### config.mk
export PLATFORM = sky130hd
export DESIGN_NAME = qnrm_iter
export DESIGN_NICKNAME = d
export VERILOG_FILES = /design/src/hw/rtl/qnrm_pkg.sv /design/src/hw/rtl/qnrm_iter.sv
export SDC_FILE = /design/constraint.sdc
export NUM_CORES = 1
export LEC_CHECK = 0
export ABC_AREA = 1
export ABC_CLOCK_PERIOD_IN_PS = 8300
export BUFFER_PORTS_ARGS = -buffer_cell sky130_fd_sc_hd__buf_2
export CAP_MARGIN = 20
export CORE_ASPECT_RATIO = 1.5
export CORE_MARGIN = 2
export CORE_UTILIZATION = 41
export CTS_BUF_LIST = sky130_fd_sc_hd__clkbuf_4 sky130_fd_sc_hd__clkbuf_8
export DETAILED_ROUTE_END_ITERATION = 16
export PLACE_DENSITY_LB_ADDON = 0.08
export SYNTH_ARGS = -nofsm -noshare
export SYNTH_HDL_FRONTEND = slang
export SYNTH_SLANG_ARGS = --single-unit
### constraint.sdc
create_clock -name clk -period 8.3 [get_ports clk]
set_input_delay 0.415 -clock clk [delete_from_list [all_inputs] [get_ports clk]]
set_output_delay 0.415 -clock clk [all_outputs]
set_load 0.03 [all_outputs]
### src/hw/rtl/qnrm_pkg.sv
// shared types, constants and rounding helpers for the quaternion normaliser
// and rotation matrix builder; used by every module under hw/rtl but qnrm_chk
package qnrm_pkg;

	localparam int unsigned SQRT_STEPS = 25;
	localparam int unsigned DIV_STEPS  = 15;

	localparam logic [32:0]        QNORM_MIN_SQ  = 33'd68;
	localparam logic [14:0]        MIN_ACCEL_RST = 15'd512;
	localparam logic signed [17:0] DEG2RAD_K     = 18'sd73204;
	localparam logic signed [15:0] UNIT_ONE      = 16'sd16384;
	localparam logic [14:0]        UNIT_MAG      = 15'd16384;

	// result status codes
	typedef enum logic [1:0] {
		ST_OK      = 2'd0,
		ST_INVALID = 2'd1,
		ST_QSMALL  = 2'd2,
		ST_ASMALL  = 2'd3
	} status_t;

	// multiplier operations, each implies its operands and destination
	typedef enum logic [2:0] {
		MOP_NONE = 3'd0,
		MOP_QSQ  = 3'd1,
		MOP_ASQ  = 3'd2,
		MOP_M2   = 3'd3,
		MOP_ANG  = 3'd4,
		MOP_PRD  = 3'd5
	} mop_t;

	// iterative unit operations
	typedef enum logic [2:0] {
		IOP_NONE  = 3'd0,
		IOP_QSQRT = 3'd1,
		IOP_ASQRT = 3'd2,
		IOP_QDIV  = 3'd3,
		IOP_ADIV  = 3'd4
	} iop_t;

	typedef struct packed {
		logic       capture;
		mop_t       mul_op;
		logic [3:0] idx;
		logic       iter_start;
		iop_t       iop;
		logic       mat_wr;
		logic [1:0] row;
	} cmd_t;

	typedef struct packed {
		logic sample_valid;
		logic q_small;
		logic a_small;
		logic iter_done;
	} sts_t;

	typedef struct packed {
		logic        start;
		logic        is_div;
		logic [48:0] radicand;
		logic [24:0] divisor;
	} iter_req_t;

	typedef struct packed {
		logic        done;
		logic [24:0] result;
	} iter_rsp_t;

	typedef struct packed {
		logic signed [15:0] c0;
		logic signed [15:0] c1;
		logic signed [15:0] c2;
	} mrow_t;

	// Q2.28 -> Q1.14, half away from zero, clamped to +-1.0
	function automatic logic signed [15:0] rnd_sat14(input logic signed [33:0] v);
		logic [33:0] m;
		logic [19:0] r;
		m = v[33] ? 34'(-v) : 34'(v);
		r = 20'((m + 34'd8192) >> 14);
		if (r > 20'(UNIT_MAG))
			r = 20'(UNIT_MAG);
		rnd_sat14 = v[33] ? 16'(-{1'b0, r[14:0]}) : {1'b0, r[14:0]};
	endfunction

	// degrees times constant -> Q3.12 radians, half away from zero, saturated
	function automatic logic signed [15:0] ang_conv(input logic signed [35:0] p);
		logic [35:0] m;
		logic [19:0] r;
		logic [15:0] o;
		m = p[35] ? 36'(-p) : 36'(p);
		r = 20'((m + 36'd32768) >> 16);
		if (p[35]) begin
			if (r > 20'd32768)
				o = 16'h8000;
			else
				o = 16'(-{1'b0, r[15:0]});
		end else begin
			if (r > 20'd32767)
				o = 16'h7fff;
			else
				o = r[15:0];
		end
		ang_conv = o;
	endfunction

endpackage

### src/hw/rtl/qnrm_iter.sv
// shared iterative unit: integer square root (two bits a step) and
// restoring division with clamped 15-bit quotient; uses qnrm_pkg
module qnrm_iter (
	input  logic                clk,
	input  logic                arst_n,
	input  qnrm_pkg::iter_req_t req,
	output qnrm_pkg::iter_rsp_t rsp
);

	logic        busy_q;
	logic        done_q;
	logic [4:0]  cnt_q;
	logic        div_q;
	logic        sat_q;
	logic [48:0] acc_q;
	logic [48:0] aux_q;
	logic [48:0] bit_q;
	logic [14:0] quot_q;

	logic [49:0] trial;
	logic [49:0] rhs;
	logic        ge;

	// trial subtrahend and the one compare shared by both modes
	always_comb begin
		trial = {1'b0, aux_q} + {1'b0, bit_q};
		rhs   = div_q ? {1'b0, aux_q} : trial;
		ge    = ({1'b0, acc_q} >= rhs);
	end

	// step counter
	always_ff @(posedge clk or negedge arst_n) begin
		if (!arst_n) begin
			busy_q <= 1'b0;
			done_q <= 1'b0;
			cnt_q  <= '0;
		end else begin
			done_q <= 1'b0;
			if (req.start) begin
				busy_q <= 1'b1;
				cnt_q  <= req.is_div ? 5'(qnrm_pkg::DIV_STEPS - 1)
				                     : 5'(qnrm_pkg::SQRT_STEPS - 1);
			end else if (busy_q) begin
				if (cnt_q == '0) begin
					busy_q <= 1'b0;
					done_q <= 1'b1;
				end
				cnt_q <= cnt_q - 5'd1;
			end
		end
	end

	// working registers
	always_ff @(posedge clk) begin
		if (req.start) begin
			div_q  <= req.is_div;
			acc_q  <= req.radicand;
			quot_q <= '0;
			if (req.is_div) begin
				aux_q <= 49'({req.divisor, 14'd0});
				sat_q <= ({1'b0, req.radicand} >= 50'({req.divisor, 15'd0}));
			end else begin
				aux_q <= '0;
				sat_q <= 1'b0;
			end
			bit_q <= 49'd1 << 48;
		end else if (busy_q) begin
			if (div_q) begin
				if (ge)
					acc_q <= acc_q - aux_q;
				quot_q <= {quot_q[13:0], ge};
				aux_q  <= aux_q >> 1;
			end else begin
				if (ge) begin
					acc_q <= acc_q - trial[48:0];
					aux_q <= (aux_q >> 1) + bit_q;
				end else begin
					aux_q <= aux_q >> 1;
				end
				bit_q <= bit_q >> 2;
			end
		end
	end

	// result word
	always_comb begin
		rsp.done = done_q;
		if (div_q) begin
			if (sat_q || quot_q > qnrm_pkg::UNIT_MAG)
				rsp.result = 25'(qnrm_pkg::UNIT_MAG);
			else
				rsp.result = 25'(quot_q);
		end else begin
			rsp.result = aux_q[24:0];
		end
	end

endmodule

==> flow_summary.yaml <==
run_status:
  status: "finished, final reports clean"
synth:
  yosys.area.top_type: "edfxtp_1"
  syn_inst: 2728
  synth_warnings: 0
  synth_edf_count: 100
  synth_top_cells_by_count: "nand2_1 (686), nor2_1 (400), inv_1 (368)"
  synthMuxAreaShare_pct: 0
  async_reset_ff_share_pct: 4.762
  synth_top_area_share_pct: 18.00
  synth.most_common_cell: "nand2_1"
  synthAdderAreaFrac_pct: 9.645
  netlist_area_sq_mm: 0.01668
  synthesis.nets: 2934
  synth_compound_area_share_pct: 17.21
  synth.ff_latch_count: 147
  synth_top_family_by_area: "simple AND/OR/NAND/NOR gates"
  synth_area_per_cell_sq_um: 6.115
  synth_ff_type: "edfxtp_1"
  synth_area_leaders: "edfxtp_1 (18%), nand2_1 (15%), ha_1 (9.5%), nor2_1 (9.0%), inv_1 (8.3%)"
  synthSimpleGateAreaFrac_pct: 36.76
  synth.distinct_cells: 56
  synth_xor_area_share_pct: 2.468
  ys_seq_area_share_pct: 23.85
clock_network:
  cts_buffers: 17
  cts_resized: 0
  cts_sinks: 147
  cts_tree: "built"
  clk_latency_ns: 0.55
  cts_root_buf: "clkbuf_8"
  htreeDepth: 4
  clk_pin_slew_ns: 0.09
  clockBufferDepth: 2
final_layout:
  multi_input_area_sq_mm: 0.01104
  area_growth_pct: 8.078
  drive_gt1_share_pct: 7.536
  regArea_sq_mm: 0.003979
  post-route-util_pct: 44.85
  final_cells: 3320
  finalNetCount: 3006
  fillers: 4507
placed_design:
  io_buffer_count: 103
  numPlacedInstances: 3285
  hpwl_um: 63380
  gp_congestion: 0.9909
floorplan:
  start_util_pct: 41.50
  core.rowCount: 90
  dieArea_sq_mm: 0.04235
  die_y_um: 251.0
  ios: 104
  core_area_sq_mm: 0.04020
  fp.dieW_um: 168.7
sta:
  maxSlewViolCount: 0
  final.setup.tns_ns: 0
  hold_slack_ns: 0.08129
  setup_violations: 0
  fmax_mhz: 149.4
  rsz0062_at_grt: "no"
  tightest_slew_ns: 1.208
  hold_viol_final: 0
  fin_skew_ns: 0.01923
  timing.final.crit_share_pct: 80.64
  slew_headroom_pct: 18.78
  post-route-min-period_ns: 6.694
global_routing:
  grt-ovfl-total: 0
  grt_pass1_vias: 18760
  grt_use_total_pct: 36.05
  grt_max_degree: 79
  grt_pass1_wl_um: 111900
  antenna_found_initial: 1
critical_path:
  critPathLaunchType: "register"
  worstPathMaxFanout: 42
  critPathKind: "reg2reg"
  worst_ep_arrival_time_ns: 7.01
  required_ns: 8.61
  cp-end-kind: "register"
pwr:
  p_leak_nw: 8.149
  p_per_area_mw_per_mm2: 309.8
  total_power_mw: 5.586
  ir_drop_mv: 0.2618
detailed_routing:
  drcViolationCount: 0
  drtPass1Iterations: 8
  vias: 19100
  drt-total-wl_um: 76730
  viasPerCell: 5.752
  ant_nets: 0
  dr.first_iter.drc_count: 1674
  wl_per_cell_um: 23.11
job:
  maxCapViolCount: 0
hold_path:
  hold_path_class: "in2reg"
## cells by family (layout without fill, tap and decap cells)
kind of cell | after synthesis | in the layout
compound gates | 523 | 523
xor+xnor | 47 | 47
fa+ha+maj | 128 | 128
buf+inv | 433 | 518
flops | 147 | 147
other cells | 0 | 1
simple gates | 1450 | 1450
## through the flow
step / worst slack (ns) / cell area, sq um
floorplan: 1.922 / 16680
global placement: 1.808 / 17640
detailed placement: 1.799 / 17640
CTS: 1.780 / 18020
global route: 1.412 / 18030
finish: 1.606 / 18030
## layout make-up
cell class	instances	share of cell area, %
Tap cell	506	3.511
Inverter	370	7.731
Clock inverter	11	0.5413
Timing Repair Buffer	116	3.414
Antenna cell	1	0.01388
Clock buffer	21	1.499
Sequential cell	147	22.07
Multi-Input combinational cell	2148	61.22
## cell usage in the layout, fill, tap and decap left out, types with 6 or more instances in the layout
| cell type | count |
|---|---|
| nand2_1 | 686 |
| nor2_1 | 400 |
| inv_1 | 366 |
| o21ai_0 | 254 |
| nand3_1 | 220 |
| a21oi_1 | 165 |
| ha_1 | 127 |
| buf_2 | 103 |
| edfxtp_1 | 100 |
| nand4_1 | 44 |
| dfxtp_1 | 40 |
| xor2_1 | 36 |
| or2_2 | 29 |
| o21bai_1 | 26 |
| nor3_1 | 23 |
| clkbuf_8 | 18 |
| nor4_1 | 17 |
| a31oi_1 | 16 |
| xnor2_1 | 11 |
| buf_4 | 11 |
| inv_4 | 8 |
| o31ai_1 | 8 |
| nand3_2 | 7 |
| dfrtp_1 | 7 |
| a21o_1 | 6 |
## routing by layer
layer / part of all wire (%) / track usage, %
met4: 7.6 / 23.94
met1: 38 / 40.31
met5: 0 / 0
met3: 4.5 / 3.747
met2: 50 / 64.34
## critical path, stage by stage (launching register included)
cell,delay (ns)
edfxtp_1,0.55
ha_1,0.47
nand2_1,0.12
nor2_1,0.21
inv_1,0.15
nor4_1,0.89
nand3_1,0.39
nand3_1,0.30
nor2_1,0.07
o21ai_1,0.12
o21ai_0,0.19
ha_1,0.51
nand2_1,0.11
nor2_1,0.20
nand2_1,0.11
nor4_1,0.43
nand3_1,0.29
nand2_4,0.33
buf_4,0.58
nand3_1,0.21
nor2_1,0.15
nor2_1,0.06
## state kept, by name, summed over array words and instances, names as in the netlist
| name | count |
|---|---|
| acc_q | 49 |
| cnt_q | 5 |
| bit_q | 25 |
| div_q | 1 |
| sat_q | 1 |
| quot_q | 15 |
| done_q | 1 |
| aux_q | 49 |
| busy_q | 1 |
## worst paths after layout
| check | from | end | slack (ns) | depth (start not counted) |
|---|---|---|---|---|
| max in group asynchronous | arst_n | cnt_q[3] | 7.89 | 2 |
| min in group asynchronous | arst_n | done_q | 0.24 | 2 |
| setup reg to reg | aux_q[36] | aux_q[7] | 1.61 | 21 |
| hold / removal | req[74] | div_q | 0.08 | 1 |
| hold reg to reg | cnt_q[4] | done_q | 0.51 | 1 |
| setup / recovery | aux_q[36] | aux_q[7] | 1.61 | 21 |
## power by group
part | internal, mW | switching [mW] | total (mW)
clock network | 0.256 | 0.342 | 0.598
registers | 1.10 | 0.251 | 1.35
logic | 1.10 | 2.55 | 3.64
## repair_timing
action,CTS,global route
endpoints found under the hold margin,7,0
setup buffers,0,0
hold buffers,1,0
Note: power is estimated with default switching activity, not from simulation.
