### src/hw/rtl/qnrm_pkg.sv
// shared types, constants and rounding helpers for the quaternion normaliser
// and rotation matrix builder; used by every module under hw/rtl but qnrm_chk
package qnrm_pkg;

	localparam int unsigned SQRT_STEPS = 25;
	localparam int unsigned DIV_STEPS  = 15;

	localparam logic [32:0]        QNORM_MIN_SQ  = 33'd68;
	localparam logic [14:0]        MIN_ACCEL_RST = 15'd512;
	localparam logic signed [17:0] DEG2RAD_K     = 18'sd73204;
	localparam logic signed [15:0] UNIT_ONE      = 16'sd16384;
	localparam logic [14:0]        UNIT_MAG      = 15'd16384;

	// result status codes
	typedef enum logic [1:0] {
		ST_OK      = 2'd0,
		ST_INVALID = 2'd1,
		ST_QSMALL  = 2'd2,
		ST_ASMALL  = 2'd3
	} status_t;

	// multiplier operations, each implies its operands and destination
	typedef enum logic [2:0] {
		MOP_NONE = 3'd0,
		MOP_QSQ  = 3'd1,
		MOP_ASQ  = 3'd2,
		MOP_M2   = 3'd3,
		MOP_ANG  = 3'd4,
		MOP_PRD  = 3'd5
	} mop_t;

	// iterative unit operations
	typedef enum logic [2:0] {
		IOP_NONE  = 3'd0,
		IOP_QSQRT = 3'd1,
		IOP_ASQRT = 3'd2,
		IOP_QDIV  = 3'd3,
		IOP_ADIV  = 3'd4
	} iop_t;

	typedef struct packed {
		logic       capture;
		mop_t       mul_op;
		logic [3:0] idx;
		logic       iter_start;
		iop_t       iop;
		logic       mat_wr;
		logic [1:0] row;
	} cmd_t;

	typedef struct packed {
		logic sample_valid;
		logic q_small;
		logic a_small;
		logic iter_done;
	} sts_t;

	typedef struct packed {
		logic        start;
		logic        is_div;
		logic [48:0] radicand;
		logic [24:0] divisor;
	} iter_req_t;

	typedef struct packed {
		logic        done;
		logic [24:0] result;
	} iter_rsp_t;

	typedef struct packed {
		logic signed [15:0] c0;
		logic signed [15:0] c1;
		logic signed [15:0] c2;
	} mrow_t;

	// Q2.28 -> Q1.14, half away from zero, clamped to +-1.0
	function automatic logic signed [15:0] rnd_sat14(input logic signed [33:0] v);
		logic [33:0] m;
		logic [19:0] r;
		m = v[33] ? 34'(-v) : 34'(v);
		r = 20'((m + 34'd8192) >> 14);
		if (r > 20'(UNIT_MAG))
			r = 20'(UNIT_MAG);
		rnd_sat14 = v[33] ? 16'(-{1'b0, r[14:0]}) : {1'b0, r[14:0]};
	endfunction

	// degrees times constant -> Q3.12 radians, half away from zero, saturated
	function automatic logic signed [15:0] ang_conv(input logic signed [35:0] p);
		logic [35:0] m;
		logic [19:0] r;
		logic [15:0] o;
		m = p[35] ? 36'(-p) : 36'(p);
		r = 20'((m + 36'd32768) >> 16);
		if (p[35]) begin
			if (r > 20'd32768)
				o = 16'h8000;
			else
				o = 16'(-{1'b0, r[15:0]});
		end else begin
			if (r > 20'd32767)
				o = 16'h7fff;
			else
				o = r[15:0];
		end
		ang_conv = o;
	endfunction

endpackage

### src/hw/rtl/qnrm_dp.sv
// datapath: input capture, shared multiplier stage, sums, held state and
// matrix assembly; driven by qnrm_ctrl commands, uses qnrm_pkg
module qnrm_dp (
	input  logic                      clk,
	input  logic                      arst_n,
	input  qnrm_pkg::cmd_t            cmd,
	output qnrm_pkg::sts_t            sts,
	input  logic signed [15:0]        quat_w,
	input  logic signed [15:0]        quat_x,
	input  logic signed [15:0]        quat_y,
	input  logic signed [15:0]        quat_z,
	input  logic signed [15:0]        accel_x,
	input  logic signed [15:0]        accel_y,
	input  logic signed [15:0]        accel_z,
	input  logic signed [15:0]        roll_deg,
	input  logic signed [15:0]        pitch_deg,
	input  logic signed [15:0]        yaw_deg,
	input  logic                      sample_valid,
	input  logic                      cfg_valid,
	input  logic [14:0]               cfg_data,
	output qnrm_pkg::iter_req_t       iter_req,
	input  qnrm_pkg::iter_rsp_t       iter_rsp,
	output logic signed [15:0]        norm_w,
	output logic signed [15:0]        norm_x,
	output logic signed [15:0]        norm_y,
	output logic signed [15:0]        norm_z,
	output logic signed [15:0]        rot_col0,
	output logic signed [15:0]        rot_col1,
	output logic signed [15:0]        rot_col2,
	output logic signed [15:0]        unit_accel,
	output logic signed [15:0]        angle_rad
);

	// captured word
	logic signed [15:0] q_in_q [4];
	logic signed [15:0] a_in_q [3];
	logic signed [15:0] deg_q  [3];
	logic               sv_q;

	logic [14:0]        min_q;
	logic [32:0]        qsum_q;
	logic [32:0]        asum_q;
	logic [29:0]        m2_q;
	logic [24:0]        root_q;
	logic signed [30:0] pb_q [9];

	// held state
	logic signed [15:0]    hq_q   [4];
	qnrm_pkg::mrow_t       hm_q   [3];
	logic signed [15:0]    hua_q  [3];
	logic signed [15:0]    hang_q [3];

	// multiplier stage
	logic signed [17:0]    mul_a;
	logic signed [17:0]    mul_b;
	logic signed [35:0]    prod_s1;
	qnrm_pkg::mop_t        op_s1;
	logic [3:0]            idx_s1;

	logic signed [15:0]    div_x;
	logic [15:0]           div_m;
	logic signed [15:0]    div_res;
	logic                  div_wr;
	logic signed [33:0]    e [9];
	logic signed [33:0]    one28;

	// operand selection
	always_comb begin
		mul_a = '0;
		mul_b = '0;
		unique case (cmd.mul_op)
			qnrm_pkg::MOP_QSQ: begin
				mul_a = 18'(q_in_q[cmd.idx[1:0]]);
				mul_b = 18'(q_in_q[cmd.idx[1:0]]);
			end
			qnrm_pkg::MOP_ASQ: begin
				mul_a = 18'(a_in_q[cmd.idx[1:0]]);
				mul_b = 18'(a_in_q[cmd.idx[1:0]]);
			end
			qnrm_pkg::MOP_M2: begin
				mul_a = $signed({3'b000, min_q});
				mul_b = $signed({3'b000, min_q});
			end
			qnrm_pkg::MOP_ANG: begin
				mul_a = 18'(deg_q[cmd.idx[1:0]]);
				mul_b = qnrm_pkg::DEG2RAD_K;
			end
			qnrm_pkg::MOP_PRD: begin
				unique case (cmd.idx)
					4'd0: begin mul_a = 18'(hq_q[2]); mul_b = 18'(hq_q[2]); end
					4'd1: begin mul_a = 18'(hq_q[3]); mul_b = 18'(hq_q[3]); end
					4'd2: begin mul_a = 18'(hq_q[1]); mul_b = 18'(hq_q[1]); end
					4'd3: begin mul_a = 18'(hq_q[1]); mul_b = 18'(hq_q[2]); end
					4'd4: begin mul_a = 18'(hq_q[0]); mul_b = 18'(hq_q[3]); end
					4'd5: begin mul_a = 18'(hq_q[1]); mul_b = 18'(hq_q[3]); end
					4'd6: begin mul_a = 18'(hq_q[0]); mul_b = 18'(hq_q[2]); end
					4'd7: begin mul_a = 18'(hq_q[2]); mul_b = 18'(hq_q[3]); end
					4'd8: begin mul_a = 18'(hq_q[0]); mul_b = 18'(hq_q[1]); end
					default: begin mul_a = '0; mul_b = '0; end
				endcase
			end
			default: begin
				mul_a = '0;
				mul_b = '0;
			end
		endcase
	end

	// product register and its destination tag
	always_ff @(posedge clk or negedge arst_n) begin
		if (!arst_n) begin
			op_s1  <= qnrm_pkg::MOP_NONE;
			idx_s1 <= '0;
		end else begin
			op_s1  <= cmd.mul_op;
			idx_s1 <= cmd.idx;
		end
	end

	always_ff @(posedge clk) begin
		prod_s1 <= mul_a * mul_b;
	end

	// iterative unit request
	always_comb begin
		div_x = (cmd.iop == qnrm_pkg::IOP_ADIV) ? a_in_q[cmd.idx[1:0]] : q_in_q[cmd.idx[1:0]];
		div_m = div_x[15] ? 16'(-div_x) : div_x;
		iter_req.start   = cmd.iter_start;
		iter_req.is_div  = (cmd.iop == qnrm_pkg::IOP_QDIV) || (cmd.iop == qnrm_pkg::IOP_ADIV);
		iter_req.divisor = root_q;
		unique case (cmd.iop)
			qnrm_pkg::IOP_QSQRT: iter_req.radicand = {qsum_q, 16'd0};
			qnrm_pkg::IOP_ASQRT: iter_req.radicand = {asum_q, 16'd0};
			qnrm_pkg::IOP_QDIV,
			qnrm_pkg::IOP_ADIV:
				iter_req.radicand = 49'({div_m, 22'd0}) + 49'(root_q >> 1);
			default: iter_req.radicand = '0;
		endcase
		div_res = div_x[15] ? 16'(-{1'b0, iter_rsp.result[14:0]})
		                    : {1'b0, iter_rsp.result[14:0]};
		div_wr  = iter_rsp.done;
	end

	// matrix entries in Q2.28
	always_comb begin
		one28 = 34'sd1 << 28;
		e[0] = one28 - 34'sd2 * (34'(pb_q[0]) + 34'(pb_q[1]));
		e[1] = 34'sd2 * (34'(pb_q[3]) + 34'(pb_q[4]));
		e[2] = 34'sd2 * (34'(pb_q[5]) - 34'(pb_q[6]));
		e[3] = 34'sd2 * (34'(pb_q[3]) - 34'(pb_q[4]));
		e[4] = one28 - 34'sd2 * (34'(pb_q[2]) + 34'(pb_q[1]));
		e[5] = 34'sd2 * (34'(pb_q[7]) + 34'(pb_q[8]));
		e[6] = 34'sd2 * (34'(pb_q[5]) + 34'(pb_q[6]));
		e[7] = 34'sd2 * (34'(pb_q[7]) - 34'(pb_q[8]));
		e[8] = one28 - 34'sd2 * (34'(pb_q[2]) + 34'(pb_q[0]));
	end

	// capture, sums and scratch
	always_ff @(posedge clk) begin
		if (cmd.capture) begin
			q_in_q[0] <= quat_w;
			q_in_q[1] <= quat_x;
			q_in_q[2] <= quat_y;
			q_in_q[3] <= quat_z;
			a_in_q[0] <= accel_x;
			a_in_q[1] <= accel_y;
			a_in_q[2] <= accel_z;
			deg_q[0]  <= roll_deg;
			deg_q[1]  <= pitch_deg;
			deg_q[2]  <= yaw_deg;
			sv_q      <= sample_valid;
			qsum_q    <= '0;
			asum_q    <= '0;
		end else begin
			if (op_s1 == qnrm_pkg::MOP_QSQ)
				qsum_q <= qsum_q + {2'b00, prod_s1[30:0]};
			if (op_s1 == qnrm_pkg::MOP_ASQ)
				asum_q <= asum_q + {2'b00, prod_s1[30:0]};
		end
		if (op_s1 == qnrm_pkg::MOP_M2)
			m2_q <= prod_s1[29:0];
		if (op_s1 == qnrm_pkg::MOP_PRD)
			pb_q[idx_s1] <= prod_s1[30:0];
		if (iter_rsp.done && (cmd.iop == qnrm_pkg::IOP_QSQRT || cmd.iop == qnrm_pkg::IOP_ASQRT))
			root_q <= iter_rsp.result;
	end

	// configuration and held state
	always_ff @(posedge clk or negedge arst_n) begin
		if (!arst_n) begin
			min_q   <= qnrm_pkg::MIN_ACCEL_RST;
			hq_q[0] <= qnrm_pkg::UNIT_ONE;
			hq_q[1] <= '0;
			hq_q[2] <= '0;
			hq_q[3] <= '0;
			hm_q[0] <= '{c0: qnrm_pkg::UNIT_ONE, c1: '0, c2: '0};
			hm_q[1] <= '{c0: '0, c1: qnrm_pkg::UNIT_ONE, c2: '0};
			hm_q[2] <= '{c0: '0, c1: '0, c2: qnrm_pkg::UNIT_ONE};
			for (int i = 0; i < 3; i++) begin
				hua_q[i]  <= '0;
				hang_q[i] <= '0;
			end
		end else begin
			if (cfg_valid)
				min_q <= cfg_data;
			if (op_s1 == qnrm_pkg::MOP_ANG)
				hang_q[idx_s1[1:0]] <= qnrm_pkg::ang_conv(prod_s1);
			if (div_wr && cmd.iop == qnrm_pkg::IOP_QDIV)
				hq_q[cmd.idx[1:0]] <= div_res;
			if (div_wr && cmd.iop == qnrm_pkg::IOP_ADIV)
				hua_q[cmd.idx[1:0]] <= div_res;
			if (cmd.mat_wr) begin
				hm_q[0] <= '{c0: qnrm_pkg::rnd_sat14(e[0]), c1: qnrm_pkg::rnd_sat14(e[1]),
				             c2: qnrm_pkg::rnd_sat14(e[2])};
				hm_q[1] <= '{c0: qnrm_pkg::rnd_sat14(e[3]), c1: qnrm_pkg::rnd_sat14(e[4]),
				             c2: qnrm_pkg::rnd_sat14(e[5])};
				hm_q[2] <= '{c0: qnrm_pkg::rnd_sat14(e[6]), c1: qnrm_pkg::rnd_sat14(e[7]),
				             c2: qnrm_pkg::rnd_sat14(e[8])};
			end
		end
	end

	// status back to the controller
	always_comb begin
		sts.sample_valid = sv_q;
		sts.q_small      = (qsum_q < qnrm_pkg::QNORM_MIN_SQ);
		sts.a_small      = (asum_q < {3'b000, m2_q}) || (asum_q == '0);
		sts.iter_done    = iter_rsp.done;
	end

	// result word from held state
	always_comb begin
		norm_w     = hq_q[0];
		norm_x     = hq_q[1];
		norm_y     = hq_q[2];
		norm_z     = hq_q[3];
		rot_col0   = hm_q[cmd.row].c0;
		rot_col1   = hm_q[cmd.row].c1;
		rot_col2   = hm_q[cmd.row].c2;
		unit_accel = hua_q[cmd.row];
		angle_rad  = hang_q[cmd.row];
	end

endmodule

### config.mk
export PLATFORM = sky130hd
export DESIGN_NAME = qnrm_dp
export DESIGN_NICKNAME = d
export VERILOG_FILES = /design/src/hw/rtl/qnrm_pkg.sv /design/src/hw/rtl/qnrm_dp.sv
export SDC_FILE = /design/constraint.sdc
export NUM_CORES = 2
export LEC_CHECK = 0
export BUFFER_PORTS_ARGS = -buffer_cell sky130_fd_sc_hd__buf_2
export CAP_MARGIN = 25
export CORE_MARGIN = 4
export CORE_UTILIZATION = 69
export CTS_CLUSTER_SIZE = 40
export DETAILED_ROUTE_END_ITERATION = 8
export PLACE_DENSITY = 0.95
export SLEW_MARGIN = 15
export SYNTH_ARGS = -nofsm -noshare
export SYNTH_HDL_FRONTEND = slang
export SYNTH_SLANG_ARGS = --single-unit
### constraint.sdc
create_clock -name clk -period 13.95 [get_ports clk]
set_input_delay 2.0925 -clock clk [delete_from_list [all_inputs] [get_ports clk]]
set_output_delay 2.0925 -clock clk [all_outputs]
set_load 0.03 [all_outputs]
==> results.json <==
{
  "status": "complete, but fails checks",
  "violations": "design-rule violations",
  "seq_area_um2": 25100,
  "cp.required_ps": 14610,
  "gr-usage-all-layers_pct": 42.4,
  "drive_gt1_share_pct": 10.5,
  "seqPwrFrac_pct": 37.9,
  "critPathMaxStageDelay_ps": 790,
  "ys.flop_type": "edfxtp_1",
  "seq_area_frac_synth_pct": 29.2,
  "ctsHoldBuffers": 0,
  "grt_setup_unrepaired": "no",
  "fill_cells": 8704,
  "multi_input_area_um2": 56300,
  "crit_arrival_ps": 12410,
  "cp-end-kind": "register",
  "clk_pin_slew_worst_paths_ps": 70,
  "power.net_switching_mw": 3.97,
  "routed_wl_um": 286000,
  "worstSetupPathType": "in2reg",
  "cp_common_cell": "o21ai_0",
  "routed.top_layer": "met5",
  "grt_pass1_vias": 78400,
  "netlist_top_cells_area": "edfxtp_1, dfrtp_1, fa_1",
  "die_h_um": 361,
  "wl_met2_um": 131000,
  "cts_made_buffers": 99,
  "antenna_found_initial": 16,
  "synthDominantCellAreaShare_pct": 17.3,
  "htreeDepth": 3,
  "pwr-share-comb_pct": 34.2,
  "path_buf_inv": 6,
  "min_period_ps": 11750,
  "detailed_place_hpwl_um": 214000,
  "finClkSkew_ps": 61.0,
  "cp_slowest_cell": "o21ai_0",
  "post_synth_num_cell_types": 129,
  "hold_viol": 0,
  "leakage_nw": 38.8,
  "firstDrtPassIters": 9,
  "io_pins": 444,
  "slew_violations": 0,
  "gp_congestion": 1.01,
  "switching_share_pct": 39.5,
  "crit_fanout": 50,
  "synth.cell_area_um2": 85800,
  "cts_setup_buffers": 0,
  "vias": 81300,
  "syn-num-nets": 11000,
  "post-route-worst-setup-slack_ps": 2200,
  "power_mw": 10.0,
  "grt_max_degree": 108,
  "synth-seq-cells": 923,
  "maxSlewHeadroom_pct": 18.5,
  "clkLatencyLatePin_ps": 760,
  "cts.sinks": 923,
  "cts_resized": 0,
  "tightest_slew_ps": 1210,
  "syn_inst": 9942,
  "remaining_drc_errors": 5,
  "dr_wl_met3_um": 30000,
  "fp.coreArea_um2": 124000,
  "drtIter0Drc": 10000,
  "start_util_pct": 69.4,
  "p_int_mw": 6.07,
  "tritoncts": "yes",
  "grt_pass1_wl_um": 441000,
  "ir_drop_uv": 153,
  "crit_family": "compound AO/OA/AOI/OAI gates",
  "avgSynthCellArea_um2": 8.63,
  "cts.path.max_buffers": 3,
  "area_growth_pct": 8.55,
  "async_reset_ff_share_pct": 35.3,
  "yosysTopAreaCell": "edfxtp_1",
  "final_antenna_net_count": 0,
  "max_freq_ghz": 0.0851,
  "start_kind": "input port",
  "wl_per_cell_um": 24.0,
  "fin_crit_sh_pct": 84.2,
  "powerDensity_nw_per_um2": 108,
  "setup_viol": 0,
  "overflow": 0,
  "ys_warn_count": 0,
  "die_w_um": 361,
  "avgViaCountPerCell": 6.82,
  "fp-row-count": 129,
  "io_buffer_count": 441,
  "wl_met1_um": 102000,
  "setup_tns_ps": 0,
  "fin_util_pct": 75.3,
  "hold_ws_ps": 484,
  "pre_cts_ws_ps": 1760,
  "nets": 11200,
  "cts_root_buf": "clkbuf_16",
  "dieArea_um2": 130000,
  "worstHoldPathType": "reg2reg",
  "max-cap-violations": 0,
  "pwr-share-clk_pct": 27.9,
  "synth_edf_count": 495
}
## cell usage after synthesis, types with 144 or more instances
cell type	count
nor2_1	829
xor2_1	182
nor3_1	302
fa_1	319
xnor2_1	505
a21oi_1	674
edfxtp_1	495
o21ai_0	586
and2_1	144
nand3_1	230
dfrtp_1	321
inv_1	741
ha_1	491
nand2_1	940
mux2i_1	174
clkbuf_1	375
## through the flow
| stage | cells | cell area (µm²) |
|---|---|---|
| 2_1_floorplan | 9942 | 85800 |
| 3_3_place_gp | 11700 | 89300 |
| 3_5_place_dp | 11700 | 89300 |
| 4_1_cts | 11900 | 92800 |
| 5_1_grt | 11900 | 93100 |
| 6_report | 11900 | 93100 |
## registers in the layout, indices dropped and copies added, names as in the netlist
signal,count
asum_q,33
qsum_q,33
op_s1,3
idx_s1,4
norm_x,16
norm_w,16
m2_q,30
root_q,25
hm_q,144
sv_q,1
a_in_q,48
norm_z,16
hua_q,48
deg_q,48
hang_q,48
prod_s1,36
norm_y,16
min_q,15
pb_q,279
q_in_q,64
## cell families after synthesis
| group | Yosys count | synth area share (%) |
|---|---|---|
| adder cells (fa/ha/maj) | 810 | 14.6 |
| buffers and inverters | 1194 | 5.29 |
| flip-flops | 923 | 29.2 |
| AO/OA/AOI/OAI | 2621 | 20.2 |
| XOR/XNOR | 688 | 7.04 |
| AND/OR/NAND/NOR | 3409 | 19.7 |
| multiplexers | 297 | 3.86 |
## tightest hold or removal path, delay by kind of cell (launching register included)
family           cells  cell delay (ps)
flip-flops           1              340
AO/OA/AOI/OAI        1               60
AND/OR/NAND/NOR      1               40
## power by group through the flow
| stage | logic (mW) | clock network [mW] | registers (mW) |
|---|---|---|---|
| after floorplan | 2.17 | 0 | 3.66 |
| after detailed placement | 3.30 | 0 | 3.81 |
| after global placement | 3.12 | 0 | 3.79 |
| after CTS | 3.34 | 2.81 | 3.76 |
| after global routing | 3.71 | 2.94 | 3.80 |
| final | 3.43 | 2.81 | 3.81 |
## cell type report
cell class,count,area share [%]
clock inverter,57,0.750
antenna,20,0.0538
clock buffer,131,2.95
sequential,923,26.9
tap,1637,2.20
timing repair buffer,574,3.59
multi-input combinational,7825,60.5
inverter,750,3.02
## layout by cell type, fill, tap and decap left out, drive strengths merged, types with 112 or more instances in the layout
master  instances
nand2         941
nor2          830
inv           755
a21oi         678
o21ai         609
buf           568
xnor2         506
edfxtp        495
ha            491
dfrtp         321
fa            319
nor3          307
nand3         231
xor2          182
mux2i         174
and2          145
a21o          135
clkbuf        135
or3           121
a31oi         112
## layer usage
layer / track usage, % / up-vias
li1: - / 36400
met4: 29.4 / 4
met1: 51.0 / 38700
met5: 0.0726 / -
met2: 68.1 / 5086
met3: 9.27 / 1176
## worst paths after layout
kind	start	to	slack (ps)	cells after the start
min in group asynchronous	arst_n	hang_q[20]$_DFFE_PN0P_	1390	1
worst min register to register	hm_q[48]$_DFFE_PN0P_	hm_q[48]$_DFFE_PN0P_	480	2
max in group asynchronous	arst_n	min_q[9]$_DFFE_PN1P_	10450	4
worst max-delay path	cmd[7]	prod_s1[35]$_DFF_P_	2200	37
worst min-delay path	hm_q[48]$_DFFE_PN0P_	hm_q[48]$_DFFE_PN0P_	480	2
worst max register to register	a_in_q[1][3]$_DFFE_PP_	prod_s1[35]$_DFF_P_	3900	39
Note: power is estimated with default switching activity, not from simulation.
