**src/hw/rtl/qnrm_pkg.sv**
```systemverilog
// shared types, constants and rounding helpers for the quaternion normaliser
// and rotation matrix builder; used by every module under hw/rtl but qnrm_chk
package qnrm_pkg;

	localparam int unsigned SQRT_STEPS = 25;
	localparam int unsigned DIV_STEPS  = 15;

	localparam logic [32:0]        QNORM_MIN_SQ  = 33'd68;
	localparam logic [14:0]        MIN_ACCEL_RST = 15'd512;
	localparam logic signed [17:0] DEG2RAD_K     = 18'sd73204;
	localparam logic signed [15:0] UNIT_ONE      = 16'sd16384;
	localparam logic [14:0]        UNIT_MAG      = 15'd16384;

	// result status codes
	typedef enum logic [1:0] {
		ST_OK      = 2'd0,
		ST_INVALID = 2'd1,
		ST_QSMALL  = 2'd2,
		ST_ASMALL  = 2'd3
	} status_t;

	// multiplier operations, each implies its operands and destination
	typedef enum logic [2:0] {
		MOP_NONE = 3'd0,
		MOP_QSQ  = 3'd1,
		MOP_ASQ  = 3'd2,
		MOP_M2   = 3'd3,
		MOP_ANG  = 3'd4,
		MOP_PRD  = 3'd5
	} mop_t;

	// iterative unit operations
	typedef enum logic [2:0] {
		IOP_NONE  = 3'd0,
		IOP_QSQRT = 3'd1,
		IOP_ASQRT = 3'd2,
		IOP_QDIV  = 3'd3,
		IOP_ADIV  = 3'd4
	} iop_t;

	typedef struct packed {
		logic       capture;
		mop_t       mul_op;
		logic [3:0] idx;
		logic       iter_start;
		iop_t       iop;
		logic       mat_wr;
		logic [1:0] row;
	} cmd_t;

	typedef struct packed {
		logic sample_valid;
		logic q_small;
		logic a_small;
		logic iter_done;
	} sts_t;

	typedef struct packed {
		logic        start;
		logic        is_div;
		logic [48:0] radicand;
		logic [24:0] divisor;
	} iter_req_t;

	typedef struct packed {
		logic        done;
		logic [24:0] result;
	} iter_rsp_t;

	typedef struct packed {
		logic signed [15:0] c0;
		logic signed [15:0] c1;
		logic signed [15:0] c2;
	} mrow_t;

	// Q2.28 -> Q1.14, half away from zero, clamped to +-1.0
	function automatic logic signed [15:0] rnd_sat14(input logic signed [33:0] v);
		logic [33:0] m;
		logic [19:0] r;
		m = v[33] ? 34'(-v) : 34'(v);
		r = 20'((m + 34'd8192) >> 14);
		if (r > 20'(UNIT_MAG))
			r = 20'(UNIT_MAG);
		rnd_sat14 = v[33] ? 16'(-{1'b0, r[14:0]}) : {1'b0, r[14:0]};
	endfunction

	// degrees times constant -> Q3.12 radians, half away from zero, saturated
	function automatic logic signed [15:0] ang_conv(input logic signed [35:0] p);
		logic [35:0] m;
		logic [19:0] r;
		logic [15:0] o;
		m = p[35] ? 36'(-p) : 36'(p);
		r = 20'((m + 36'd32768) >> 16);
		if (p[35]) begin
			if (r > 20'd32768)
				o = 16'h8000;
			else
				o = 16'(-{1'b0, r[15:0]});
		end else begin
			if (r > 20'd32767)
				o = 16'h7fff;
			else
				o = r[15:0];
		end
		ang_conv = o;
	endfunction

endpackage

```
**src/hw/rtl/qnrm_ctrl.sv**
```systemverilog
// controller: one-hot sequencer that steps the datapath through the
// normalisation, angle, accel and matrix phases; uses qnrm_pkg
module qnrm_ctrl (
	input  logic           clk,
	input  logic           arst_n,
	input  logic           in_valid,
	output logic           in_ready,
	output logic           out_valid,
	input  logic           out_ready,
	output logic [1:0]     status,
	output logic           last_row,
	input  qnrm_pkg::sts_t sts,
	output qnrm_pkg::cmd_t cmd
);

	typedef enum logic [18:0] {
		S_IDLE   = 19'b0000000000000000001,
		S_QSQ    = 19'b0000000000000000010,
		S_QWAIT  = 19'b0000000000000000100,
		S_QCHK   = 19'b0000000000000001000,
		S_QROOT  = 19'b0000000000000010000,
		S_QDIV   = 19'b0000000000000100000,
		S_QDWAIT = 19'b0000000000001000000,
		S_ANG    = 19'b0000000000010000000,
		S_M2     = 19'b0000000000100000000,
		S_ASQ    = 19'b0000000001000000000,
		S_AWAIT  = 19'b0000000010000000000,
		S_ACHK   = 19'b0000000100000000000,
		S_AROOT  = 19'b0000001000000000000,
		S_ADIV   = 19'b0000010000000000000,
		S_ADWAIT = 19'b0000100000000000000,
		S_PRD    = 19'b0001000000000000000,
		S_PWAIT  = 19'b0010000000000000000,
		S_MAT    = 19'b0100000000000000000,
		S_OUT    = 19'b1000000000000000000
	} state_t;

	state_t              state_q, state_d;
	logic [3:0]          idx_q, idx_d;
	logic [1:0]          row_q, row_d;
	qnrm_pkg::status_t   status_q, status_d;

	// next state and commands
	always_comb begin
		state_d  = state_q;
		idx_d    = idx_q;
		row_d    = row_q;
		status_d = status_q;
		cmd      = '0;
		cmd.idx  = idx_q;
		cmd.row  = row_q;
		unique case (state_q)
			S_IDLE: begin
				if (in_valid) begin
					cmd.capture = 1'b1;
					idx_d       = '0;
					state_d     = S_QSQ;
				end
			end
			S_QSQ: begin
				cmd.mul_op = qnrm_pkg::MOP_QSQ;
				if (idx_q == 4'd3) begin
					idx_d   = '0;
					state_d = S_QWAIT;
				end else begin
					idx_d = idx_q + 4'd1;
				end
			end
			S_QWAIT: state_d = S_QCHK;
			S_QCHK: begin
				priority if (!sts.sample_valid) begin
					status_d = qnrm_pkg::ST_INVALID;
					row_d    = '0;
					state_d  = S_OUT;
				end else if (sts.q_small) begin
					status_d = qnrm_pkg::ST_QSMALL;
					row_d    = '0;
					state_d  = S_OUT;
				end else begin
					cmd.iter_start = 1'b1;
					cmd.iop        = qnrm_pkg::IOP_QSQRT;
					state_d        = S_QROOT;
				end
			end
			S_QROOT: begin
				cmd.iop = qnrm_pkg::IOP_QSQRT;
				if (sts.iter_done) begin
					idx_d   = '0;
					state_d = S_QDIV;
				end
			end
			S_QDIV: begin
				cmd.iter_start = 1'b1;
				cmd.iop        = qnrm_pkg::IOP_QDIV;
				state_d        = S_QDWAIT;
			end
			S_QDWAIT: begin
				cmd.iop = qnrm_pkg::IOP_QDIV;
				if (sts.iter_done) begin
					if (idx_q == 4'd3) begin
						idx_d   = '0;
						state_d = S_ANG;
					end else begin
						idx_d   = idx_q + 4'd1;
						state_d = S_QDIV;
					end
				end
			end
			S_ANG: begin
				cmd.mul_op = qnrm_pkg::MOP_ANG;
				if (idx_q == 4'd2) begin
					idx_d   = '0;
					state_d = S_M2;
				end else begin
					idx_d = idx_q + 4'd1;
				end
			end
			S_M2: begin
				cmd.mul_op = qnrm_pkg::MOP_M2;
				state_d    = S_ASQ;
			end
			S_ASQ: begin
				cmd.mul_op = qnrm_pkg::MOP_ASQ;
				if (idx_q == 4'd2) begin
					idx_d   = '0;
					state_d = S_AWAIT;
				end else begin
					idx_d = idx_q + 4'd1;
				end
			end
			S_AWAIT: state_d = S_ACHK;
			S_ACHK: begin
				if (sts.a_small) begin
					status_d = qnrm_pkg::ST_ASMALL;
					row_d    = '0;
					state_d  = S_OUT;
				end else begin
					cmd.iter_start = 1'b1;
					cmd.iop        = qnrm_pkg::IOP_ASQRT;
					state_d        = S_AROOT;
				end
			end
			S_AROOT: begin
				cmd.iop = qnrm_pkg::IOP_ASQRT;
				if (sts.iter_done) begin
					idx_d   = '0;
					state_d = S_ADIV;
				end
			end
			S_ADIV: begin
				cmd.iter_start = 1'b1;
				cmd.iop        = qnrm_pkg::IOP_ADIV;
				state_d        = S_ADWAIT;
			end
			S_ADWAIT: begin
				cmd.iop = qnrm_pkg::IOP_ADIV;
				if (sts.iter_done) begin
					if (idx_q == 4'd2) begin
						idx_d   = '0;
						state_d = S_PRD;
					end else begin
						idx_d   = idx_q + 4'd1;
						state_d = S_ADIV;
					end
				end
			end
			S_PRD: begin
				cmd.mul_op = qnrm_pkg::MOP_PRD;
				if (idx_q == 4'd8) begin
					idx_d   = '0;
					state_d = S_PWAIT;
				end else begin
					idx_d = idx_q + 4'd1;
				end
			end
			S_PWAIT: state_d = S_MAT;
			S_MAT: begin
				cmd.mat_wr = 1'b1;
				status_d   = qnrm_pkg::ST_OK;
				row_d      = '0;
				state_d    = S_OUT;
			end
			S_OUT: begin
				if (out_ready) begin
					if (row_q == 2'd2)
						state_d = S_IDLE;
					else
						row_d = row_q + 2'd1;
				end
			end
			default: state_d = S_IDLE;
		endcase
	end

	// state registers
	always_ff @(posedge clk or negedge arst_n) begin
		if (!arst_n) begin
			state_q  <= S_IDLE;
			idx_q    <= '0;
			row_q    <= '0;
			status_q <= qnrm_pkg::ST_OK;
		end else begin
			state_q  <= state_d;
			idx_q    <= idx_d;
			row_q    <= row_d;
			status_q <= status_d;
		end
	end

	// handshake and word control
	assign in_ready  = (state_q == S_IDLE);
	assign out_valid = (state_q == S_OUT);
	assign status    = status_q;
	assign last_row  = (row_q == 2'd2);

endmodule

```
**config.mk**
```make
export PLATFORM = sky130hd
export DESIGN_NAME = qnrm_ctrl
export DESIGN_NICKNAME = d
export VERILOG_FILES = /design/src/hw/rtl/qnrm_pkg.sv /design/src/hw/rtl/qnrm_ctrl.sv
export SDC_FILE = /design/constraint.sdc
export NUM_CORES = 1
export LEC_CHECK = 0
export BUFFER_PORTS_ARGS = -buffer_cell sky130_fd_sc_hd__buf_2
export CAP_MARGIN = 20
export CORE_MARGIN = 4
export CORE_UTILIZATION = 25
export CTS_BUF_LIST = sky130_fd_sc_hd__clkbuf_4 sky130_fd_sc_hd__clkbuf_8
export CTS_CLUSTER_SIZE = 20
export DETAILED_ROUTE_END_ITERATION = 7
export GPL_ROUTABILITY_DRIVEN = 0
export PLACE_DENSITY = 0.43
export SLEW_MARGIN = 20
export SYNTH_ARGS = -nofsm -noshare
export SYNTH_HDL_FRONTEND = slang
export SYNTH_SLANG_ARGS = --single-unit
```
**constraint.sdc**
```tcl
create_clock -name clk -period 2.9 [get_ports clk]
set_input_delay 0.145 -clock clk [delete_from_list [all_inputs] [get_ports clk]]
set_output_delay 0.145 -clock clk [all_outputs]
set_load 0.1 [all_outputs]
```
==> qor.csv, run 1 <==
metric,value,unit
grt_use_total,11.9,%
crit_chain,"nor4_4, nand4_2, nor3_1, nor2_1, o211ai_1, buf_12",
initialDrtViolationCount,52,
yosysTopAreaCellShare,33.1,%
path_class,reg -> out,
clock_latency,0.28,ns
cpLargestDelayFamily,simple AND/OR/NAND/NOR gates,
synth_area,0.00196,mm²
initial_core_util,25.5,%
post-route-min-period,2.69,ns
power_density,700,mW/mm²
root_buffer,clkbuf_8,
path_buf_inv,1,
dpl.hpwl,4280,µm
dominantRegCellSynth,dfrtp_1,
synth_fp_nets,227,
cp.required,2.76,ns
synth_cell_type_count,60,
drv_cap,0,
numCtsBuffers,3,
clock-skew-final,0.00711,ns
synth_adder_area_share,2.55,%
tightest_slew,0.809,ns
path_clk_slew,0.11,ns
synthSimpleGateAreaFrac,41.0,%
die-area,0.00933,mm²
crit_slowest_cell,nor4_4,
core_region_area,0.00769,mm²
grt_max_degree,28,
synthMuxAreaShare,3.38,%
finalCritPeriodShare,92.8,%
synth_commonest_cells,"26 x dfrtp_1, 25 x nor2_1, 18 x nand2_1, 13 x nor3_1, 11 x nand3_1",
areaGrowthSynthToFinish,21.3,%
synth_seq_area_share,34.5,%
synth_top_family_by_area,simple AND/OR/NAND/NOR gates,
num_antenna_cells,0,
totalWireLength,5430,µm
ctsHtreeMaxLevel,1,
cts_tree,built,
overflow,0,
cp-end-kind,primary output,
startpoint_type,register,
firstDrtPassIters,4,
multi_input_area,0.00124,mm²
pin_count,28,
fin_tns_setup,0,ns
drc,0,
post_cts_buffers,0,
async_flop_share,100,%
fin_cells,351,
status,completed,
clock_path_buffers,2,
fmax,372,MHz
antenna_found_initial,0,
arrival,2.55,ns
ant_nets,0,
path_max_fanout,8,
die_width,96.6,µm
grt_pass1_wl,9030,µm
synth_top_area_cell,dfrtp_1,
viasPerCell,4.96,
routedWlPerCell,15.5,µm
die_h,96.6,µm
seq_area,677,µm²
synth-xor-area-share,2.23,%
place_inst,346,
clock-sinks,27,
rows,32,
hold_viol_final,0,
synth_cells,215,
rsz0062_at_grt,no,
hold_path_class,in -> reg,
setup_viol,0,
vdd_drop_max,686,µV
final_layout_size_suffix_gt1_share,27.3,%
power_leakage,0.00108,µW
syn_avg_cell_area,9.13,µm²
fillers,859,
layout.nets,262,
synth_edf_count,0,
vias,1740,
max_stage_delay,0.57,ns
synth_compound_area_share,12.8,%
synth.area.top_cells,"dfrtp_1 33%, nor2_1 4.8%, nor4_4 4.3%",
yosysMostFrequentCell,dfrtp_1,
grt_pass1_vias,1739,
synth-seq-cells,27,
port_buffers,27,
ys_warn_count,0,
slew_headroom,45.9,%
report.final.slew_viol_count,0,
cell type report:
class | count | share of cell area, %
Sequential cell | 27 | 28.4
Clock buffer | 3 | 1.73
Inverter | 6 | 0.946
Multi-Input combinational cell | 173 | 52.1
Tap cell | 102 | 5.36
Clock inverter | 1 | 0.315
Timing Repair Buffer | 39 | 11.1
layout by cell type, fill, tap and decap left out, types with 4 or more instances in the layout:
cell,instances
a21o_1,5
buf_2,22
buf_4,11
dfrtp_1,26
ha_1,4
inv_1,6
mux2_1,4
nand2_1,18
nand2b_1,5
nand3_1,11
nand4_1,4
nor2_1,25
nor2b_1,5
nor3_1,11
nor4_1,5
nor4_4,4
o21ai_1,4
path summary, 6_finish.rpt:
path	start	cells past startpoint	endpoint	slack, ns
setup reg to reg	idx_q[1]$_DFFE_PN0P_	7	idx_q[2]$_DFFE_PN0P_	0.45
max in group asynchronous	arst_n	2	state_q[14]$_DFFE_PN0P_	2.05
setup / recovery	state_q[7]$_DFFE_PN0P_	6	cmd[4]	0.21
hold / removal	in_valid	2	state_q[0]$_DFFE_PN1P_	0.04
min in group asynchronous	arst_n	2	state_q[11]$_DFFE_PN0P_	0.42
hold reg to reg	status[0]$_DFFE_PN0P_	1	status[0]$_DFFE_PN0P_	0.50
metrics by stage:
stage	utilization [%]	hold WS, ns	setup WS [ns]	instance area (µm²)	power (µW)
2_1_floorplan	-	-0.151	-0.330	1990	1210
3_3_place_gp	30.1	0.228	0.383	2310	1450
3_5_place_dp	30.1	0.222	0.455	2310	1430
4_1_cts	30.9	0.0261	0.112	2370	1670
5_1_grt	31.0	0.0333	0.0477	2380	1760
6_report	31.0	0.0440	0.210	2380	1670
layer usage:
metal  wire [µm]  up-vias  GRT usage, %  share of wire (%)
met3         215        4          2.45                4.0
met4          53        0          2.81               0.98
met2        2530       45          18.3                 47
met5           0        -             0                  0
li1            -      874             -                  -
met1        2630      817          17.0                 48
state kept, by name, indices dropped and copies added (netlist names):
register	cells
idx_q	4
state_q	19
status	2
row_q	2
logic make-up (layout without fill, tap and decap cells):
group | after synthesis | count (layout)
AOI/OAI and AO/OA | 33 | 33
adders and majority gates | 4 | 4
muxes | 6 | 6
DFF | 27 | 27
and+or+nand+nor | 125 | 125
buffers and inverters | 15 | 49
xor gates and xnor gates | 5 | 5
power breakdown:
group	switching, µW	leakage [µW]	total (µW)	internal (µW)
clock	135	0.0000217	233	97.9
sequential	46.0	0.000371	468	422
combinational	692	0.000686	965	273
repair_timing:
action | 4_1_cts | 5_1_grt
endpoints found under the hold margin | 26 | 0
hold buffers | 1 | 0
endpoints found under the setup margin | 0 | 3
gates resized for setup | 0 | 3
(Power assumes the default switching activity.)
==> run 2: changes to the inputs <==
==> constraint.sdc (replaced) <==
create_clock -name clk -period 2.9 [get_ports clk]
set_input_delay 0.435 -clock clk [delete_from_list [all_inputs] [get_ports clk]]
set_output_delay 0.435 -clock clk [all_outputs]
set_load 0.1 [all_outputs]
==> run 2 against run 1 <==
Hold slack gained 0.12 ns. First-iteration DRC count grew to 3.5 times the previous value. Non-clock buffer count grew 5. Critical endpoint unchanged. Largest cell class unchanged.
==> qor.csv, run 2 (same netlist as run 1, synthesis figures left out) <==
metric,value,unit,change
report.final.slew_viol_count,0,,unchanged
worstReg2RegStart,idx_q[1]$_DFFE_PN0P_,,
layout.nets,267,,+1.9%
final_layout_size_suffix_gt1_share,30.7,%,+3.4 points
arrival,2.30,ns,-0.25 ns
startpoint_type,register,,
cp-end-kind,primary output,,
r2r_cells,7,,unchanged
tightest_slew,0.781,ns,-0.0286 ns
dp_slack,0.282,ns,-0.172 ns
post-route-min-period,2.73,ns,+0.0435 ns
hold_slack,0.166,ns,+0.122 ns
dpl.hpwl,4400,µm,+2.8%
rr_endpoint,idx_q[2]$_DFFE_PN0P_,,
grt_max_degree,28,,unchanged
grt_pass1_vias,1790,,+2.9%
die-area,0.00933,mm²,unchanged
areaGrowthSynthToFinish,27.4,%,
reg.largest.list,"state_q x19, idx_q x4",,
cp-endpoint,cmd[4],,
regMostFlops,state_q,,
ant_nets,0,,unchanged
path_clk_slew,0.10,ns,about the same
vdd_drop_max,674,µV,-1.8%
cp.required,2.47,ns,-0.29 ns
mostFrequentLayoutCells,"25 x nor2_1, 25 x dfrtp_1, 21 x buf_2",,
rrSetupSlack,0.41,ns,-0.04 ns
setup_viol,0,,unchanged
power,1770,µW,+6.3%
fmax,366,MHz,-1.6%
drc,0,,unchanged
pin_count,28,,unchanged
viasPerCell,5.07,,+2.2%
overflow,0,,unchanged
vias,1804,,+3.7%
routedWlPerCell,15.8,µm,+2.4%
hold_viol_final,0,,unchanged
path_class,reg -> out,,
power_density,708,mW/mm²,+1.2%
drv_cap,0,,unchanged
path_max_fanout,6,,-2
die_h,96.6,µm,unchanged
slew_headroom,47.8,%,+1.9 points
core_region_area,0.00769,mm²,unchanged
ctsHtreeMaxLevel,1,,unchanged
die_width,96.6,µm,unchanged
initial_core_util,25.5,%,unchanged
grt_use_total,12.3,%,+0.41 points
fin_ws,0.166,ns,-0.0435 ns
clock_latency,0.28,ns,about the same
grt_pass1_wl,9440,µm,+4.5%
rsz0062_at_grt,no,,
root_buffer,clkbuf_8,,
antenna_found_initial,0,,unchanged
port_buffers,27,,unchanged
clock-skew-final,0.0103,ns,+0.00320 ns
fin_tns_setup,0,ns,unchanged
totalWireLength,5640,µm,+3.9%
clock_path_buffers,2,,unchanged
rows,32,,unchanged
num_antenna_cells,0,,unchanged
cts_tree,built,,
firstDrtPassIters,4,,unchanged
clock-sinks,27,,unchanged
largest_register_ffs,19,,unchanged
status,completed,,
finalCritPeriodShare,94.3,%,+1.5 points
hold_path_class,in -> async,,
crit_path_start,state_q[7]$_DFFE_PN0P_,,
initialDrtViolationCount,181,,+250%
fillers,834,,-2.9%
numCtsBuffers,3,,unchanged
power_leakage,0.00113,µW,+4.9%
## run 2: changes by cell type in the layout (fill, tap and decap cells not counted), sizes merged
| cell | previous run | this run |
|---|---|---|
| clkinvlp | 1 | 0 |
| buf | 35 | 44 |
| clkbuf | 6 | 4 |
| dlygate4sd3 | 1 | 0 |
## run 2: power by group
part / total, µW / internal (µW) / leakage [µW] / switching (µW)
sequential: 468 / 422 / 0.000369 / 45.4
combinational: 1070 / 335 / 0.000736 / 732
clock: 237 / 108 / 0.0000262 / 129
## run 2: worst max-delay path, stage by stage, from the launching register on
cell      delay, ns
dfrtp_1        0.42
buf_4          0.17
nor4_1         0.38
nand4_1        0.19
nor4b_2        0.34
nor2_1         0.12
o211ai_1       0.17
buf_12         0.22
## run 2: area by class of cell
class | instances | area (µm²) | area share (%)
Multi-Input combinational cell | 173 | 1270 | 50.8
Tap cell | 102 | 128 | 5.10
Inverter | 6 | 22.5 | 0.900
Clock buffer | 4 | 48.8 | 1.95
Sequential cell | 27 | 678 | 27.1
Timing Repair Buffer | 44 | 353 | 14.1
## run 2: routing by layer
metal	share of wire [%]	GRT usage, %	routed length (µm)	up-vias
met3	2.6	1.44	149	2
li1	-	-	-	882
met4	0.71	3.24	40	0
met1	49	17.1	2770	896
met5	0	0	0	-
met2	48	20.2	2680	24
## run 2: stage by stage
step                cell area (µm²)  utilization (%)  instances
floorplan                      2010                -        215
finish                         2500             32.5        356
global route                   2500             32.5        356
global placement               2420             31.5        350
detailed placement             2420             31.5        350
CTS                            2470             32.1        354
## run 2: worst min-delay path by stage
stage | endpoint | cells after the start
floorplan | idx_q[0]$_DFFE_PN0P_ | 0
global placement | status[0]$_DFFE_PN0P_ | 1
detailed placement | status[0]$_DFFE_PN0P_ | 1
CTS | state_q[7]$_DFFE_PN0P_ | 1
global route | state_q[7]$_DFFE_PN0P_ | 1
finish | state_q[7]$_DFFE_PN0P_ | 1
## run 2: repair_timing
action | CTS | global route
gates cloned | 0 | 0
gates resized for setup | 0 | 3
setup endpoints to repair | 2 | 3
buffers inserted | 0 | 2
pin swaps | 1 | 2
hold buffers | 0 | 0
==> run 3: changes to the inputs <==
PLACE_DENSITY = 0.41   (was 0.43)
==> run 3 against run 2 <==
Combinational power about the same. Clock power down 5%. Wire length up 2.2%. Sequential power about the same. Count of clock-buffer cells in the layout down 1. Sequential cell count unchanged. Maximum frequency down 1.3%. Highest routed layer unchanged. Critical path depth unchanged.
==> qor.csv, run 3 (same netlist as run 1, synthesis figures left out) <==
metric,value,unit,change
report.final.slew_viol_count,0,,unchanged
grt_busiest_layer,met2,,
die_h,96.6,µm,unchanged
grt_max_degree,28,,unchanged
ant_nets,0,,unchanged
drc,0,,unchanged
initialDrtViolationCount,137,,-24%
finalCritPeriodShare,95.5,%,+1.2 points
routedWlPerCell,16.1,µm,+1.3%
fin_ws,0.131,ns,-0.0357 ns
grt_use_total,12.4,%,+0.11 points
tightest_slew,0.708,ns,-0.0721 ns
regMostFlops,state_q,,
grtUsageMet1,17.6,%,+0.53 points
r2r_cells,7,,unchanged
rr_endpoint,state_q[7]$_DFFE_PN0P_,,
final_area,0.00251,mm²,+0.35%
grt_pass1_vias,1797,,+0.39%
setup_viol,0,,unchanged
hold_slack,0.166,ns,+0.000658 ns
seq_area,678,µm²,unchanged
power_leakage,0.00114,µW,+0.54%
rrSetupSlack,0.46,ns,+0.05 ns
path_class,reg -> out,,
hold_path_class,in -> async,,
fin_cells,359,,+0.84%
cp.required,2.47,ns,about the same
grt_util_met2,19.4,%,-0.85 points
place_area,0.00243,mm²,+0.31%
areaGrowthSynthToFinish,27.9,%,
core_region_area,0.00769,mm²,unchanged
place_inst,351,,+0.29%
final_layout_size_suffix_gt1_share,31.1,%,+0.42 points
arrival,2.33,ns,+0.03 ns
clock_path_buffers,2,,unchanged
multi_input_area,0.00126,mm²,-0.89%
mostFrequentLayoutCells,"25 x nor2_1, 25 x dfrtp_1, 21 x buf_2",,
ctsHtreeMaxLevel,1,,unchanged
cp-end-kind,primary output,,
die_width,96.6,µm,unchanged
dpl.hpwl,4440,µm,+0.93%
rows,32,,unchanged
num_antenna_cells,0,,unchanged
status,completed,,
grt_pass1_wl,9530,µm,+0.94%
worstReg2RegStart,state_q[1]$_DFFE_PN0P_,,
overflow,0,,unchanged
vdd_drop_max,755,µV,+12%
path_clk_slew,0.10,ns,about the same
clock-skew-final,0.00350,ns,-0.00682 ns
power_density,714,mW/mm²,+0.82%
post-route-min-period,2.77,ns,+0.0357 ns
startpoint_type,register,,
viasPerCell,5.12,,+1.0%
path_max_fanout,6,,unchanged
drv_cap,0,,unchanged
root_buffer,clkbuf_8,,
fillers,829,,-0.60%
initial_core_util,25.5,%,unchanged
use_met3,1.51,%,+0.072 points
clock_latency,0.28,ns,about the same
reg.largest.list,"state_q x19, idx_q x4",,
largest_register_ffs,19,,unchanged
hold_viol_final,0,,unchanged
dp_slack,0.259,ns,-0.0235 ns
rsz0062_at_grt,no,,
port_buffers,27,,unchanged
die-area,0.00933,mm²,unchanged
pin_count,28,,unchanged
slew_headroom,52.6,%,+4.8 points
numCtsBuffers,3,,unchanged
crit_path_start,state_q[1]$_DFFE_PN0P_,,
fmax,361,MHz,-1.3%
firstDrtPassIters,4,,unchanged
cts_tree,built,,
layout.nets,270,,+1.1%
fin_tns_setup,0,ns,unchanged
clock-sinks,27,,unchanged
totalWireLength,5760,µm,+2.2%
vias,1838,,+1.9%
antenna_found_initial,0,,unchanged
run 3: cell type report:
type                            count  share of cell area (%)
Tap cell                          102                    5.08
Clock inverter                      1                   0.199
Multi-Input combinational cell    173                    50.2
Sequential cell                    27                    27.0
Inverter                            6                   0.897
Clock buffer                        3                    1.65
Timing Repair Buffer               47                    15.0
run 3: stage by stage:
step | total power (µW) | util [%]
final | 1790 | 32.6
after floorplan | 1210 | -
after global routing | 1900 | 32.6
after global placement | 1540 | 31.6
after CTS | 1780 | 32.3
after detailed placement | 1540 | 31.6
run 3: per-layer routing:
| metal | vias up | part of all wire [%] |
|---|---|---|
| li1 | 891 | - |
| met1 | 892 | 48 |
| met2 | 44 | 46 |
| met3 | 11 | 2.9 |
| met4 | 0 | 2.3 |
| met5 | - | 0 |
run 3: what timing repair did:
action,in CTS,in global routing
hold buffers,0,0
endpoints found under the setup margin,2,3
gates resized for setup,0,1
buffers inserted,1,3
pin swaps,1,2
run 3: worst max-delay path: stages, from the launching register on:
cell      delay, ns
dfrtp_1        0.43
nor4_4         0.45
buf_4          0.22
nand4_1        0.14
nor4b_2        0.31
nor2_1         0.10
o211ai_1       0.18
buf_12         0.22
run 3: worst max-delay path by stage:
stage,cells after the start,slack [ns],endpoint
6_report,7,0.13,cmd[4]
3_5_place_dp,6,0.26,cmd[4]
4_1_cts,6,0.03,cmd[6]
3_3_place_gp,6,0.30,cmd[4]
2_1_floorplan,3,-0.42,cmd[5]
5_1_grt,7,0.01,cmd[4]
run 3: power breakdown:
group | leakage, µW | switching (µW) | total (µW) | internal (µW)
Sequential | 0.000369 | 46.9 | 469 | 422
Clock | 0.0000255 | 130 | 226 | 96.6
Combinational | 0.000743 | 730 | 1100 | 366
Total | 0.00114 | 907 | 1790 | 885
